## config.mk

```make
export PLATFORM = sky130hd
export DESIGN_NAME = first_fit_block_allocator
export DESIGN_NICKNAME = d
export VERILOG_FILES = /design/src/design/ffba_pkg.sv /design/src/design/ffba_ram.sv /design/src/design/ffba_front.sv /design/src/design/ffba_back.sv /design/src/design/first_fit_block_allocator.sv
export SDC_FILE = /design/constraint.sdc
export NUM_CORES = 1
export LEC_CHECK = 0
export CAP_MARGIN = 30
export CORE_MARGIN = 5
export CORE_UTILIZATION = 48
export CTS_CLUSTER_DIAMETER = 150
export DETAILED_ROUTE_END_ITERATION = 8
export DONT_BUFFER_PORTS = 1
export GPL_TIMING_DRIVEN = 0
export PLACE_DENSITY = 0.62
export SLEW_MARGIN = 20
export SYNTH_ARGS = -nofsm -noshare
export SYNTH_HDL_FRONTEND = slang
export SYNTH_HIERARCHICAL = 1
export SYNTH_SLANG_ARGS = --single-unit
```

## constraint.sdc

```tcl
create_clock -name clk -period 7.67 [get_ports clk]
set_clock_uncertainty 0.2 [all_clocks]
set_input_delay 2.301 -clock clk [delete_from_list [all_inputs] [get_ports clk]]
set_output_delay 2.301 -clock clk [all_outputs]
set_load 0.03 [all_outputs]
```

## src/design/ffba_pkg.sv

```systemverilog
package ffba_pkg;

	// Default number of managed blocks.
	localparam int NUM_BLOCKS_DEF = 16;

	// Depth of the command queue between the front and the back.
	localparam int QUEUE_DEPTH = 2;

	// Request types.
	localparam logic REQ_ALLOC = 1'b0;
	localparam logic REQ_FREE  = 1'b1;

	// Result status codes.
	localparam logic [1:0] ST_OK      = 2'd0;
	localparam logic [1:0] ST_NOMEM   = 2'd1;
	localparam logic [1:0] ST_INVALID = 2'd2;

	// Command kinds as classified by the front.
	localparam logic [1:0] CMD_ALLOC   = 2'd0;
	localparam logic [1:0] CMD_FREE    = 2'd1;
	localparam logic [1:0] CMD_NOMEM   = 2'd2;
	localparam logic [1:0] CMD_INVALID = 2'd3;

	// One classified request as it travels through the queue.
	typedef struct packed {
		logic [1:0] kind;
		logic [7:0] want;
		logic [7:0] id;
	} cmd_t;

endpackage

```

## src/design/ffba_ram.sv

```systemverilog
module ffba_ram #(
	parameter int WIDTH = 8,
	parameter int DEPTH = 16
) (
	input  logic                     clk,
	input  logic                     we,
	input  logic [$clog2(DEPTH)-1:0] waddr,
	input  logic [WIDTH-1:0]         wdata,
	input  logic [$clog2(DEPTH)-1:0] raddr,
	output logic [WIDTH-1:0]         rdata
);

	logic [WIDTH-1:0] mem [DEPTH];

	// One write port and one registered read port.
	always_ff @(posedge clk) begin
		if (we) begin
			mem[waddr] <= wdata;
		end
		rdata <= mem[raddr];
	end

endmodule

```

## src/design/ffba_front.sv

```systemverilog
module ffba_front
	import ffba_pkg::*;
#(
	parameter int NUM_BLOCKS = NUM_BLOCKS_DEF
) (
	input  logic       clk,
	input  logic       arst_n,
	input  logic       in_valid,
	output logic       in_ready,
	input  logic       req_type,
	input  logic [7:0] req_blocks,
	input  logic [7:0] alloc_id,
	output cmd_t       cmd,
	output logic       cmd_valid,
	input  logic       cmd_pop
);

	localparam int PW = $clog2(QUEUE_DEPTH);

	cmd_t            q_q [QUEUE_DEPTH];
	logic [PW-1:0]   wr_ptr_q;
	logic [PW-1:0]   rd_ptr_q;
	logic [PW:0]     cnt_q;
	cmd_t            cls;
	logic            push;

	// Classify the request on checks that need no allocator state.
	always_comb begin
		cls.want = req_blocks;
		cls.id   = alloc_id;
		if (req_type == REQ_ALLOC) begin
			if (req_blocks == 8'd0) begin
				cls.kind = CMD_INVALID;
			end else if (req_blocks > 8'(NUM_BLOCKS)) begin
				cls.kind = CMD_NOMEM;
			end else begin
				cls.kind = CMD_ALLOC;
			end
		end else begin
			if (alloc_id == 8'd0) begin
				cls.kind = CMD_INVALID;
			end else begin
				cls.kind = CMD_FREE;
			end
		end
	end

	assign in_ready  = (cnt_q != (PW+1)'(QUEUE_DEPTH));
	assign push      = in_valid && in_ready;
	assign cmd_valid = (cnt_q != '0);
	assign cmd       = q_q[rd_ptr_q];

	// Command queue storage.
	always_ff @(posedge clk) begin
		if (push) begin
			q_q[wr_ptr_q] <= cls;
		end
	end

	// Queue pointers and fill level.
	always_ff @(posedge clk or negedge arst_n) begin
		if (!arst_n) begin
			wr_ptr_q <= '0;
			rd_ptr_q <= '0;
			cnt_q    <= '0;
		end else begin
			if (push) begin
				wr_ptr_q <= PW'(wr_ptr_q + 1'b1);
			end
			if (cmd_pop) begin
				rd_ptr_q <= PW'(rd_ptr_q + 1'b1);
			end
			if (push && !cmd_pop) begin
				cnt_q <= cnt_q + 1'b1;
			end else if (cmd_pop && !push) begin
				cnt_q <= cnt_q - 1'b1;
			end
		end
	end

endmodule

```

## src/design/ffba_back.sv

```systemverilog
module ffba_back
	import ffba_pkg::*;
#(
	parameter int NUM_BLOCKS = NUM_BLOCKS_DEF
) (
	input  logic       clk,
	input  logic       arst_n,
	input  cmd_t       cmd,
	input  logic       cmd_valid,
	output logic       cmd_pop,
	output logic       out_valid,
	input  logic       out_ready,
	output logic [1:0] status,
	output logic [3:0] start_block,
	output logic [4:0] live_count
);

	localparam int IW = $clog2(NUM_BLOCKS);
	localparam int CW = $clog2(NUM_BLOCKS + 1);
	localparam int RW = IW + CW;
	localparam logic [IW-1:0] LAST_BLOCK = IW'(NUM_BLOCKS - 1);

	localparam logic [2:0] S_IDLE    = 3'd0;
	localparam logic [2:0] S_SCAN    = 3'd1;
	localparam logic [2:0] S_ACOMMIT = 3'd2;
	localparam logic [2:0] S_FREAD   = 3'd3;
	localparam logic [2:0] S_SHIFT   = 3'd4;

	logic [2:0]            state_q;
	logic [NUM_BLOCKS-1:0] occ_q;
	logic [CW-1:0]         count_q;
	logic [IW-1:0]         idx_q;
	logic [CW-1:0]         run_q;
	logic [CW-1:0]         want_q;
	logic [IW-1:0]         start_q;
	logic                  res_valid_q;
	logic [1:0]            res_status_q;
	logic [3:0]            res_start_q;
	logic [4:0]            res_count_q;

	logic [CW-1:0]         want_n;
	logic [IW-1:0]         pos_n;
	logic                  id_too_big;
	logic [CW-1:0]         run_inc;
	logic                  hit;
	logic [CW:0]           start_wide;
	logic [CW-1:0]         nxt;
	logic                  more;
	logic                  ram_we;
	logic [IW-1:0]         ram_waddr;
	logic [RW-1:0]         ram_wdata;
	logic [IW-1:0]         ram_raddr;
	logic [RW-1:0]         ram_rdata;
	logic [IW-1:0]         rec_start;
	logic [CW-1:0]         rec_len;

	// Mask of n consecutive blocks starting at block s, cut at the top block.
	function automatic logic [NUM_BLOCKS-1:0] run_mask(input logic [IW-1:0] s,
		input logic [CW-1:0] n);
		logic [2*NUM_BLOCKS-1:0] w;
		w = ((2*NUM_BLOCKS)'(1) << n) - (2*NUM_BLOCKS)'(1);
		w = w << s;
		return w[NUM_BLOCKS-1:0];
	endfunction

	function automatic logic [3:0] to_start(input logic [IW-1:0] s);
		logic [IW+3:0] w;
		w = (IW+4)'(s);
		return w[3:0];
	endfunction

	function automatic logic [4:0] to_count(input logic [CW-1:0] c);
		logic [CW+4:0] w;
		w = (CW+5)'(c);
		return w[4:0];
	endfunction

	// Decode of the queue head and of the scan and shift steps.
	assign want_n     = cmd.want[CW-1:0];
	assign pos_n      = IW'(cmd.id - 8'd1);
	assign id_too_big = (9'(cmd.id) > 9'(count_q));
	assign run_inc    = run_q + 1'b1;
	assign hit        = !occ_q[idx_q] && (run_inc == want_q);
	assign start_wide = (CW+1)'(idx_q) + (CW+1)'(1) - (CW+1)'(want_q);
	assign nxt        = CW'(idx_q) + 1'b1;
	assign more       = (nxt < count_q);
	assign rec_start  = ram_rdata[RW-1:CW];
	assign rec_len    = ram_rdata[CW-1:0];

	assign cmd_pop     = (state_q == S_IDLE) && cmd_valid && !res_valid_q;
	assign out_valid   = res_valid_q;
	assign status      = res_status_q;
	assign start_block = res_start_q;
	assign live_count  = res_count_q;

	// Record table port control.
	always_comb begin
		ram_we    = 1'b0;
		ram_waddr = idx_q - 1'b1;
		ram_wdata = ram_rdata;
		ram_raddr = nxt[IW-1:0];
		unique case (state_q)
			S_IDLE: begin
				ram_raddr = pos_n;
			end
			S_ACOMMIT: begin
				ram_we    = 1'b1;
				ram_waddr = count_q[IW-1:0];
				ram_wdata = {start_q, want_q};
			end
			S_SHIFT: begin
				ram_we = 1'b1;
			end
			default: begin
			end
		endcase
	end

	ffba_ram #(
		.WIDTH(RW),
		.DEPTH(NUM_BLOCKS)
	) u_rec_ram (
		.clk  (clk),
		.we   (ram_we),
		.waddr(ram_waddr),
		.wdata(ram_wdata),
		.raddr(ram_raddr),
		.rdata(ram_rdata)
	);

	// Request sequencer with the result register.
	always_ff @(posedge clk or negedge arst_n) begin
		if (!arst_n) begin
			state_q      <= S_IDLE;
			occ_q        <= '0;
			count_q      <= '0;
			idx_q        <= '0;
			run_q        <= '0;
			want_q       <= '0;
			start_q      <= '0;
			res_valid_q  <= 1'b0;
			res_status_q <= ST_OK;
			res_start_q  <= '0;
			res_count_q  <= '0;
		end else begin
			if (res_valid_q && out_ready) begin
				res_valid_q <= 1'b0;
			end
			unique case (state_q)
				S_IDLE: begin
					if (cmd_pop) begin
						res_start_q <= '0;
						res_count_q <= to_count(count_q);
						unique case (cmd.kind)
							CMD_INVALID: begin
								res_valid_q  <= 1'b1;
								res_status_q <= ST_INVALID;
							end
							CMD_NOMEM: begin
								res_valid_q  <= 1'b1;
								res_status_q <= ST_NOMEM;
							end
							CMD_ALLOC: begin
								if (count_q >= CW'(NUM_BLOCKS)) begin
									res_valid_q  <= 1'b1;
									res_status_q <= ST_NOMEM;
								end else begin
									want_q  <= want_n;
									idx_q   <= '0;
									run_q   <= '0;
									state_q <= S_SCAN;
								end
							end
							CMD_FREE: begin
								if (id_too_big) begin
									res_valid_q  <= 1'b1;
									res_status_q <= ST_INVALID;
								end else begin
									idx_q   <= pos_n;
									state_q <= S_FREAD;
								end
							end
						endcase
					end
				end
				S_SCAN: begin
					// One block per cycle, lowest first.
					run_q <= occ_q[idx_q] ? '0 : run_inc;
					if (hit) begin
						start_q <= start_wide[IW-1:0];
						state_q <= S_ACOMMIT;
					end else if (idx_q == LAST_BLOCK) begin
						res_valid_q  <= 1'b1;
						res_status_q <= ST_NOMEM;
						res_start_q  <= '0;
						res_count_q  <= to_count(count_q);
						state_q      <= S_IDLE;
					end else begin
						idx_q <= idx_q + 1'b1;
					end
				end
				S_ACOMMIT: begin
					occ_q        <= occ_q | run_mask(start_q, want_q);
					count_q      <= count_q + 1'b1;
					res_valid_q  <= 1'b1;
					res_status_q <= ST_OK;
					res_start_q  <= to_start(start_q);
					res_count_q  <= to_count(count_q + 1'b1);
					state_q      <= S_IDLE;
				end
				S_FREAD, S_SHIFT: begin
					// Release the blocks once, then move later records down.
					if (state_q == S_FREAD) begin
						occ_q <= occ_q & ~run_mask(rec_start, rec_len);
					end
					if (more) begin
						idx_q   <= nxt[IW-1:0];
						state_q <= S_SHIFT;
					end else begin
						count_q      <= count_q - 1'b1;
						res_valid_q  <= 1'b1;
						res_status_q <= ST_OK;
						res_start_q  <= '0;
						res_count_q  <= to_count(count_q - 1'b1);
						state_q      <= S_IDLE;
					end
				end
				default: begin
					state_q <= S_IDLE;
				end
			endcase
		end
	end

endmodule

```

## src/design/first_fit_block_allocator.sv

```systemverilog
// First-fit contiguous block allocator over NUM_BLOCKS blocks. An allocate
// request takes the lowest run of free blocks of the asked length and appends
// a record to the live table; a free request names a record by its 1-based
// position, releases its blocks and renumbers the records above it. Every
// request returns exactly one result. Requests pass through a two-entry
// queue, so up to two further requests are taken while a result waits at
// the output. An allocate scans the occupancy map one block per cycle; a
// free moves each record above the freed one down a place, one record a
// cycle, since the record table is a single-port-read, single-port-write
// RAM. The engine starts the next request in the cycle after the result
// transfer, so a stalled output stalls the engine cycle for cycle.
// The occupancy map and record count clear at reset; no clearing pass runs.
module first_fit_block_allocator
	import ffba_pkg::*;
#(
	parameter int NUM_BLOCKS = NUM_BLOCKS_DEF
) (
	input  logic       clk,
	input  logic       arst_n,
	input  logic       in_valid,
	output logic       in_ready,
	input  logic       req_type,
	input  logic [7:0] req_blocks,
	input  logic [7:0] alloc_id,
	output logic       out_valid,
	input  logic       out_ready,
	output logic [1:0] status,
	output logic [3:0] start_block,
	output logic [4:0] live_count
);

	cmd_t cmd;
	logic cmd_valid;
	logic cmd_pop;

	// Request intake, classification and queue.
	ffba_front #(
		.NUM_BLOCKS(NUM_BLOCKS)
	) u_front (
		.clk       (clk),
		.arst_n    (arst_n),
		.in_valid  (in_valid),
		.in_ready  (in_ready),
		.req_type  (req_type),
		.req_blocks(req_blocks),
		.alloc_id  (alloc_id),
		.cmd       (cmd),
		.cmd_valid (cmd_valid),
		.cmd_pop   (cmd_pop)
	);

	// Allocation engine and result register.
	ffba_back #(
		.NUM_BLOCKS(NUM_BLOCKS)
	) u_back (
		.clk        (clk),
		.arst_n     (arst_n),
		.cmd        (cmd),
		.cmd_valid  (cmd_valid),
		.cmd_pop    (cmd_pop),
		.out_valid  (out_valid),
		.out_ready  (out_ready),
		.status     (status),
		.start_block(start_block),
		.live_count (live_count)
	);

endmodule

```

# ---- Word-level counts from Yosys, hierarchy flattened
# Memories as Yosys holds them, arrays and structs flattened. A register that Yosys moved wholly into a read port is not among the register bits.
# Cells that the tools add are included.
dict set report op_classes {
  addsub 15
  n_lt_le_gt_ge 5
  eq_ne 25
  n_shift 4
  n_mux 67
  n_bitwise 4
  n_reduce_logical 33
}
# op n
set op_table {}
lappend op_table {{left shift 1 x 5 -> 32 bit (first input constant)} 2}
lappend op_table {{left shift 32 x 4 -> 16 bit} 2}
lappend op_table {{subtractor 32 x 2 -> 32 bit (second input constant)} 2}
lappend op_table {{two-way mux 4 bit} 12}
lappend op_table {{two-way mux 5 bit} 8}
lappend op_table {{one-hot mux 16 bit (2 select lines)} 1}
lappend op_table {{two-way mux 2 bit} 12}
lappend op_table {{one-hot mux 5 bit (2 select lines)} 2}
lappend op_table {{one-hot mux 5 bit (4 select lines)} 1}
lappend op_table {{two-way mux 3 bit} 6}
lappend op_table {{AND 16 bit} 1}
lappend op_table {{logical NOT 8 bit} 2}
lappend op_table {{two-way mux 16 bit} 1}
lappend op_table {{NOT 16 bit} 1}
lappend op_table {{OR 16 bit} 1}
lappend op_table {{one-hot mux 2 bit (4 select lines)} 2}
lappend op_table {{one-hot mux 4 bit (4 select lines)} 1}
lappend op_table {{inequality test 2 bit (second input constant)} 7}
lappend op_table {{two-way mux 1 bit} 13}
lappend op_table {{inequality test 3 bit (second input constant)} 4}
lappend op_table {{one-hot mux 4 bit (3 select lines)} 1}
lappend op_table {{adder 5 x 1 -> 5 bit (second input constant)} 2}
lappend op_table {{AND reduction 5 bit} 2}
lappend op_table {{two-way mux 9 bit} 1}
lappend op_table {{42 further kinds} 66}
dict set report totals {
  reg_bits 58
  ram_bits 180
  inputBits 21
  output_inout_bits 13
  word_cells 169
  memories 2
}
# name words word_bits rd rd_ports_with_merged_regs write_ports line
set memory_table {}
lappend memory_table {u_back.u_rec_ram.mem 16 9 1 1 1 ffba_ram.sv:13} ;# logic [WIDTH-1:0] mem [DEPTH];
lappend memory_table {u_front.q_q 2 18 1 0 1 ffba_front.sv:20} ;# cmd_t q_q [QUEUE_DEPTH];

# ---- Depth between registers and ports, before layout
# Gate-level depths: netlist of the first run.
dict set report depth {
  ltp_word 7
  mapped_depth 13
  mapped_depth_nobuf 10
}

# ---- Modules after synthesis
# The synthesis of the first run kept the hierarchy.
# mod n_inst cells_per_inst area_each_um2 seq_area_each_um2
set modules_own_cells {}
lappend modules_own_cells {ffba_ram 1 254 5780.5 4504.3}
lappend modules_own_cells {ffba_back 1 702 5459.0 1351.3}
lappend modules_own_cells {ffba_front 1 83 1569.0 1181.1}

# ---- Worst setup path after synthesis of the first run
# No wires, ideal clock.
dict set report synth_timing {
  path_type {input to register}
  startpoint {input port in_valid}
  endpoint {memory u_front/q_q[0][0] (netlist bit), enable pin}
  setup_ns 0.393
  arrival_ns 3.180
  required_ns 7.077
  path_slack_ns 3.897
  stages 2
  n_path_buf 0
  path_cell_list {nand2_1 nor2_1}
}
dict set report synth_via {
  elab_chain_len 3
}
# item line
set synth_lines {}
lappend synth_lines {{start: declaration} first_fit_block_allocator.sv:20} ;# input logic in_valid,
lappend synth_lines {{logical AND 1 bit} ffba_front.sv:49} ;# assign push = in_valid && in_ready;
lappend synth_lines {{two-way mux 1 bit} ffba_front.sv:55} ;# if (push) begin
lappend synth_lines {{two-way mux 1 bit (not written as such)} ffba_front.sv:56} ;# q_q[wr_ptr_q] <= cls;
lappend synth_lines {{end: declaration} ffba_front.sv:20}
# Every way passes these cells.

# ---- Worst setup path in the final report of the first run
dict set report layout_timing {
  startpoint {register u_back.state_q[2]}
  endpoint {memory u_back/u_rec_ram/mem[3][0] (netlist bit), enable pin}
}
dict set report layout_via {
  word_cells_on_any_way 7
}
# item line
set layout_lines {}
lappend layout_lines {{start: declaration} ffba_back.sv:29} ;# logic [2:0] state_q;
lappend layout_lines {{start signal: assignment} ffba_back.sv:134} ;# state_q <= S_IDLE;
lappend layout_lines {{start signal: assignment} ffba_back.sv:171} ;# state_q <= S_SCAN;
lappend layout_lines {{start signal: assignment} ffba_back.sv:180} ;# state_q <= S_FREAD;
lappend layout_lines {{equality test 3 x 2 -> 1 bit} ffba_back.sv:102} ;# unique case (state_q)
lappend layout_lines {{two-way mux 4 bit} ffba_back.sv:102}
lappend layout_lines {{via u_back.ram_waddr[2]} ffba_back.sv:50} ;# logic [IW-1:0] ram_waddr;
lappend layout_lines {{end: declaration} ffba_ram.sv:13}
# The timed path passes the listed nets, and every way through them passes these cells.

==> results of run 1 <==
[state kept, by name, indices dropped and copies added (netlist names)]
register                flops
u_back/idx_q                4
u_front/wr_ptr_q            1
u_back/live_count           5
u_back/u_rec_ram/rdata      9
u_front/cnt_q               2
u_front/rd_ptr_q            1
u_back/out_valid            1
u_back/run_q                5
u_back/occ_q               16
u_back/want_q               5
u_back/count_q              5
u_front/q_q                30
u_back/start_q              4
u_back/start_block          4
u_back/status               2
u_back/u_rec_ram/mem      144
u_back/state_q              3
[power by group]
group / switching, mW / total (mW) / internal (mW)
registers: 0.186 / 1.97 / 1.78
logic: 2.09 / 3.41 / 1.32
clock network: 0.477 / 1.16 / 0.685
total: 2.75 / 6.54 / 3.79
[final timing paths]
path                                                         to  slack (ns)  depth (start not counted)
min                                u_front/cnt_q[1]$_DFFE_PN0P_        0.29                          1
max reg2reg                u_back/u_rec_ram/mem[3][0]$_DFFE_PP_        3.00                          8
min reg2reg                        u_front/cnt_q[1]$_DFFE_PN0P_        0.29                          1
min in group asynchronous         u_back/count_q[0]$_DFFE_PN0P_        1.27                          0
max in group asynchronous           u_back/occ_q[1]$_DFFE_PN0P_        5.89                          0
max                        u_back/u_rec_ram/mem[3][0]$_DFFE_PP_        3.00                          8
[layout by cell type (no fill, tap or decap), drive strengths merged, types with 6 or more instances in the layout]
cell	instances
nor2	64
mux2	29
o211a	8
nand2	88
a31oi	7
dfxtp	9
nand3	25
a211oi	9
nand4	7
nor2b	12
edfxtp	174
or3	6
mux4	42
a22oi	25
ha	22
xnor2	22
mux2i	12
buf	23
o21a	7
and3	7
and2	7
nor3	28
a21o	8
clkinv	13
dfrtp	58
xor2	11
a21oi	47
o211ai	14
nand3b	7
o21ai	57
inv	31
or2	6
nor4	11
a221oi	7
clkbuf	89
nand2b	13
[area by class of cell]
| class | instances | area [µm²] | area share (%) |
|---|---|---|---|
| buffer | 68 | 334 | 2.40 |
| clock buffer | 35 | 716 | 5.14 |
| clock inverter | 13 | 87.6 | 0.629 |
| inverter | 32 | 120 | 0.863 |
| multi-input combinational | 689 | 5310 | 38.2 |
| sequential | 241 | 6860 | 49.3 |
| tap | 335 | 419 | 3.01 |
| timing repair buffer | 10 | 72.6 | 0.521 |
[through the flow]
stage	util, %	instances	instance area, µm²	setup WS [ns]	hold WS (ns)
global route	53.6	1423	13900	2.81	0.311
finish	53.6	1423	13900	3.00	0.288
floorplan	-	1030	12600	4.03	0.251
CTS	53.5	1422	13900	3.04	0.291
global placement	50.1	1365	13000	2.68	0.273
detailed placement	50.4	1374	13100	3.08	0.272
[per-layer routing]
metal / up-vias / GRT usage [%] / wire [µm]
met5: - / 0 / 0
met4: 0 / 5.47 / 757
met3: 46 / 3.18 / 1750
met2: 297 / 33.4 / 14400
met1: 4370 / 30.4 / 14200
li1: 4060 / - / -
[worst register-to-register path, cell delays in order (launching register included)]
cell and delay (ns):
dfrtp_1 0.45, clkbuf_1 0.41, nor2_1 0.24, nand2_1 0.23, clkbuf_1 0.64, clkbuf_1 0.54
o21ai_0 0.27, or3b_2 0.58, nor2_1 0.73
==> metrics.md, run 1 <==
| Metric | Value |
|---|---|
| Status | complete, no violations |
| Crit. Startpoint | u_back/state_q[2]$_DFFE_PN0P_ |
| GPL Wtd Cong | about 0.9 |
| CTS Sinks | roughly 240 |
| Crit path max-delay cell type | nor2_1 |
| CP most frequent cell | clkbuf_1 |
| Delay-heaviest family, CP | simple AND/OR/NAND/NOR gates |
| DP HPWL | approximately 22 mm |
| Crit path capture type | flop |
| Initial Util | 48.5% |
| Iter 0 DRT Violations | around 770 |
| # setup viols final | 0 |
| Top Ports | 34 |
| Warnings from Yosys | 6 |
| Residual DRC count | 0 |
| Mapped Nets | around 1.1k |
| TritonCTS clock tree | done |
| Wire per inst | about 22 µm |
| Worst-skew pair later-pin latency | ~0.52 ns |
| First-pass GRT wire length | ~48 mm |
| Die area | slightly below 30000 µm² |
| Slowest cell delay on critical path | slightly above 0.7 ns |
| Vias in the first global route | ~8.6k |
| Total Wirelength | slightly above 30 mm |
| Critical path fanouts, max | 10 |
| Lkg Pwr | slightly above 5 nW |
| Setup crit start kind | flop |
| # H-tree levels | 1 |
| Clock root buffer | clkbuf_16 |
| Power per cell area | ~470 nW/µm² |
| RR Startpoint | u_back/state_q[2]$_DFFE_PN0P_ |
| Max Cap Violations | 0 |
| Largest net degree at the start of global routing | 59 |
| Design Power | between 6 and 7 mW |
| Worst-margin pin slew | approximately 0.98 ns |
| Final min period | between 4 and 5 ns |
| Number of gates resized after CTS | 0 |
| Die width | around 170 µm |
| Fin nets | 1112 |
| FP Rows | between 50 and 60 |
| IO Port Bufs | 0 |
| Hold Crit Start | u_front/cnt_q[1]$_DFFE_PN0P_ |
| WP buf/inv | 3 |
| HP Class | reg -> reg |
| Antenna diodes | 0 |
| Period utilization | between 60 and 70% |
| Setup TNS Final | 0 ns |
| Via density | 6.17 |
| Req. time, crit path | around 7.6 ns |
| Routed Antenna Nets | 0 |
| Setup Crit Path Kind | reg -> reg |
| Syn Inst Count | around 1.0k |
| DRT Pass-1 Iters | 7 |
| Cell Chain, Critical Path | clkbuf_1 > nor2_1 > nand2_1 > clkbuf_1 > clkbuf_1 > o21ai_0 > or3b_2 > nor2_1 |
| GRT Util Overall | a little over a fifth |
| Total grt overflow | 0 |
| Area of the mapped netlist | 12600 µm² |
| Core Region | 26000 µm² |
| RSZ-0062 raised after global routing | no |
| Area grow syn2layout | 10.5% |
| Crit path DAT | ~4.6 ns |
| Final Hold Viols | 0 |
| Max Root-Sink Buffers | 3 |
| Hold-fix buffers, CTS | 0 |
| Worst ir drop on vdd | 215 µV |
| Initial antenna violation count | 0 |
| Slew margin rel. | around a third |
| Mean Syn Cell Area | between 10 and 15 µm² |
| Layout cell share with drive strength beyond 1 | 12.9% |
| Final Max Tran Viols | 0 |
| Num CTS Buffers | 26 |
| Die height | 172 µm |
| Setup Buffers After CTS | 0 |
| Clk slew on worst S/H paths | 0.06 ns |
| Fmax | roughly 0.21 GHz |
| Total number of vias | a little under 9k |
| Fillers | around 2.3k |
Note: power is estimated with default switching activity, not from simulation.
==> inputs of run 2 (changes only) <==
Clock period 7.67 ns to 4.45 ns, I/O delays scaled along.
==> run 2 against run 1 <==
Global-route usage unchanged. Clock power rose by 72%. Register-to-register slack got worse by 2.8 ns. Wire length hardly changed. Combinational power increased by 73%. Via count about the same. Final cell count about the same. First-iteration DRC count down 5.0%. Worst hold slack unchanged. Largest cell class unchanged.
==> metrics.md, run 2 (synthesis results as in run 1) <==
| Metric | Value |
|---|---|
| Status | complete, no violations |
| # setup viols final | 0 (unchanged) |
| Req. time, crit path | 4.39 ns (-3.21 ns) |
| Final Hold Viols | 0 (unchanged) |
| Clock root buffer | clkbuf_16 |
| Biggest regs | u_back/u_rec_ram/mem (144), u_front/q_q (30), u_back/occ_q (16) |
| IO Port Bufs | 0 (unchanged) |
| WP buf/inv | 2 (-1) |
| Post-DP Area | 13100 µm² (unchanged) |
| Area grow syn2layout | 10.8% |
| Critical path fanouts, max | 15 (+5) |
| Commonest non-fill, non-tap cells in the layout | 174 x edfxtp_1, 88 x nand2_1, 58 x clkbuf_1, 58 x dfrtp_1, 54 x nor2_1 |
| CTS Sinks | 241 (unchanged) |
| DP HPWL | 22.2 mm (unchanged) |
| Crit path capture type | flop |
| DP Cell Count | 1374 (unchanged) |
| Wire per inst | 21.9 µm (+0.13%) |
| DRT Pass-1 Iters | 6 (-1) |
| Commonest non-fill, non-tap cell in the layout | edfxtp_1 |
| Setup crit start kind | flop |
| Final Max Tran Viols | 0 (unchanged) |
| Cell Chain, Critical Path | clkbuf_1 > nor2_1 > nand2_1 > clkbuf_1 > o21ai_0 > or3b_2 > nor2_2 |
| # H-tree levels | 1 (unchanged) |
| GPL Wtd Cong | 0.904 (unchanged) |
| Fmax | 0.235 GHz (+9.6%) |
| Flip-flop count of the largest register after layout | 144 (unchanged) |
| FF/Latch Area | 6860 µm² (unchanged) |
| Non-Filler Cell Area, Final | 14000 µm² (+0.30%) |
| Total Wirelength | 31.1 mm (about the same) |
| Hold slack | 0.288 ns (unchanged) |
| Crit. Startpoint | u_back/state_q[2]$_DFFE_PN0P_ |
| Final min period | 4.26 ns (-0.407 ns) |
| Largest net degree at the start of global routing | 59 (unchanged) |
| TritonCTS clock tree | done |
| Setup Crit Path Kind | reg -> reg |
| Design Power | 11.3 mW (+73%) |
| Slowest cell delay on critical path | 0.62 ns (-0.10 ns) |
| Fin nets | 1111 (-0.090%) |
| Multi-input logic area | 5360 µm² (+0.85%) |
| Initial Util | 48.5% (unchanged) |
| Layout cell share with drive strength beyond 1 | 14.0% (+1.1 points) |
| Core Region | 26000 µm² (unchanged) |
| Total number of vias | 8766 (-0.080%) |
| CP most frequent cell | clkbuf_1 |
| Fillers | 2273 (-0.39%) |
| First-pass GRT wire length | 48.3 mm (about the same) |
| RR Startpoint | u_back/state_q[2]$_DFFE_PN0P_ |
| Slew margin rel. | 40.3% (+6.4 points) |
| Max Root-Sink Buffers | 3 (unchanged) |
| Top Ports | 34 (unchanged) |
| Clk slew on worst S/H paths | 0.06 ns (about the same) |
| Lkg Pwr | 5.04 nW (about the same) |
| Iter 0 DRT Violations | 727 (-5.0%) |
| Die width | 172 µm (unchanged) |
| Hold Crit Start | u_front/cnt_q[1]$_DFFE_PN0P_ |
| Power per cell area | 810 nW/µm² (+72%) |
| Antenna diodes | 0 (unchanged) |
| Num CTS Buffers | 26 (unchanged) |
| Worst-skew pair later-pin latency | 0.52 ns (about the same) |
| Residual DRC count | 0 (unchanged) |
| Max Cap Violations | 0 (unchanged) |
| Die area | 29600 µm² (unchanged) |
| HP Class | reg -> reg |
| Via density | 6.16 (about the same) |
| FP Rows | 59 (unchanged) |
| Crit path max-delay cell type | nand2_1 |
| Delay-heaviest family, CP | simple AND/OR/NAND/NOR gates |
| GRT Util Overall | 20.9% (unchanged) |
| Crit path DAT | 4.20 ns (-0.39 ns) |
| Final core occ | 53.7% (+0.16 points) |
| Die height | 172 µm (unchanged) |
| RSZ-0062 raised after global routing | no |
| Top reg by flops | u_back/u_rec_ram/mem |
| Vias in the first global route | 8553 (-0.058%) |
| Hold-fix buffers, CTS | 0 (unchanged) |
| Fin cells | 1422 (-0.070%) |
| Period utilization | 95.7% (+35 points) |
| Initial antenna violation count | 0 (unchanged) |
| Routed Antenna Nets | 0 (unchanged) |
| Worst-margin pin slew | 0.892 ns (-0.0907 ns) |
| Total grt overflow | 0 (unchanged) |
| Worst ir drop on vdd | 371 µV (+72%) |
-- run 2: cell count changes in the layout (fill, tap and decap cells not counted), sizes merged --
| cell | change |
|---|---|
| clkbuf | -1 |
-- run 2: timing repair --
| action | CTS | global route |
|---|---|---|
| gates resized for setup | 4 | 9 |
| buffers inserted | 0 | 0 |
| endpoints found under the setup margin | 42 | 120 |
-- run 2: layout make-up --
cell class	instances	area share, %
Timing Repair Buffer	10	0.520
Clock inverter	13	0.627
Tap cell	335	3.00
Inverter	32	0.860
Multi-Input combinational cell	689	38.4
Buffer	67	2.37
Clock buffer	35	5.13
Sequential cell	241	49.1
-- run 2: stage by stage --
step,setup slack (ns),TNS (ns)
after floorplan,0.979,0
after global placement,-0.537,-10.74
after detailed placement,-0.142,-2.83
after CTS,-0.0283,-0.389
after global routing,0.0347,0
final,0.191,0
-- run 2: report_power, final --
| part | total (mW) | internal, mW | leakage (nW) | switching (mW) |
|---|---|---|---|---|
| registers | 3.40 | 3.07 | 2.38 | 0.325 |
| logic | 5.90 | 2.29 | 2.26 | 3.61 |
| clock network | 2.00 | 1.18 | 0.398 | 0.822 |
-- run 2: final timing paths --
check / endpoint / slack [ns] / cells after the start
max in group asynchronous: u_back/start_block[0]$_DFFE_PN0P_ / 3.62 / 0
hold / removal: u_front/cnt_q[1]$_DFFE_PN0P_ / 0.29 / 1
setup reg to reg: u_back/u_rec_ram/mem[3][0]$_DFFE_PP_ / 0.19 / 7
setup / recovery: u_back/u_rec_ram/mem[3][0]$_DFFE_PP_ / 0.19 / 7
hold reg to reg: u_front/cnt_q[1]$_DFFE_PN0P_ / 0.29 / 1
min in group asynchronous: u_back/count_q[0]$_DFFE_PN0P_ / 0.30 / 0
-- run 2: per-layer routing --
| metal | GRT usage, % | wire (µm) |
|---|---|---|
| met3 | 3.18 | 1870 |
| met1 | 30.4 | 14000 |
| met5 | 0 | 0 |
| met2 | 33.4 | 14500 |
| met4 | 5.43 | 731 |
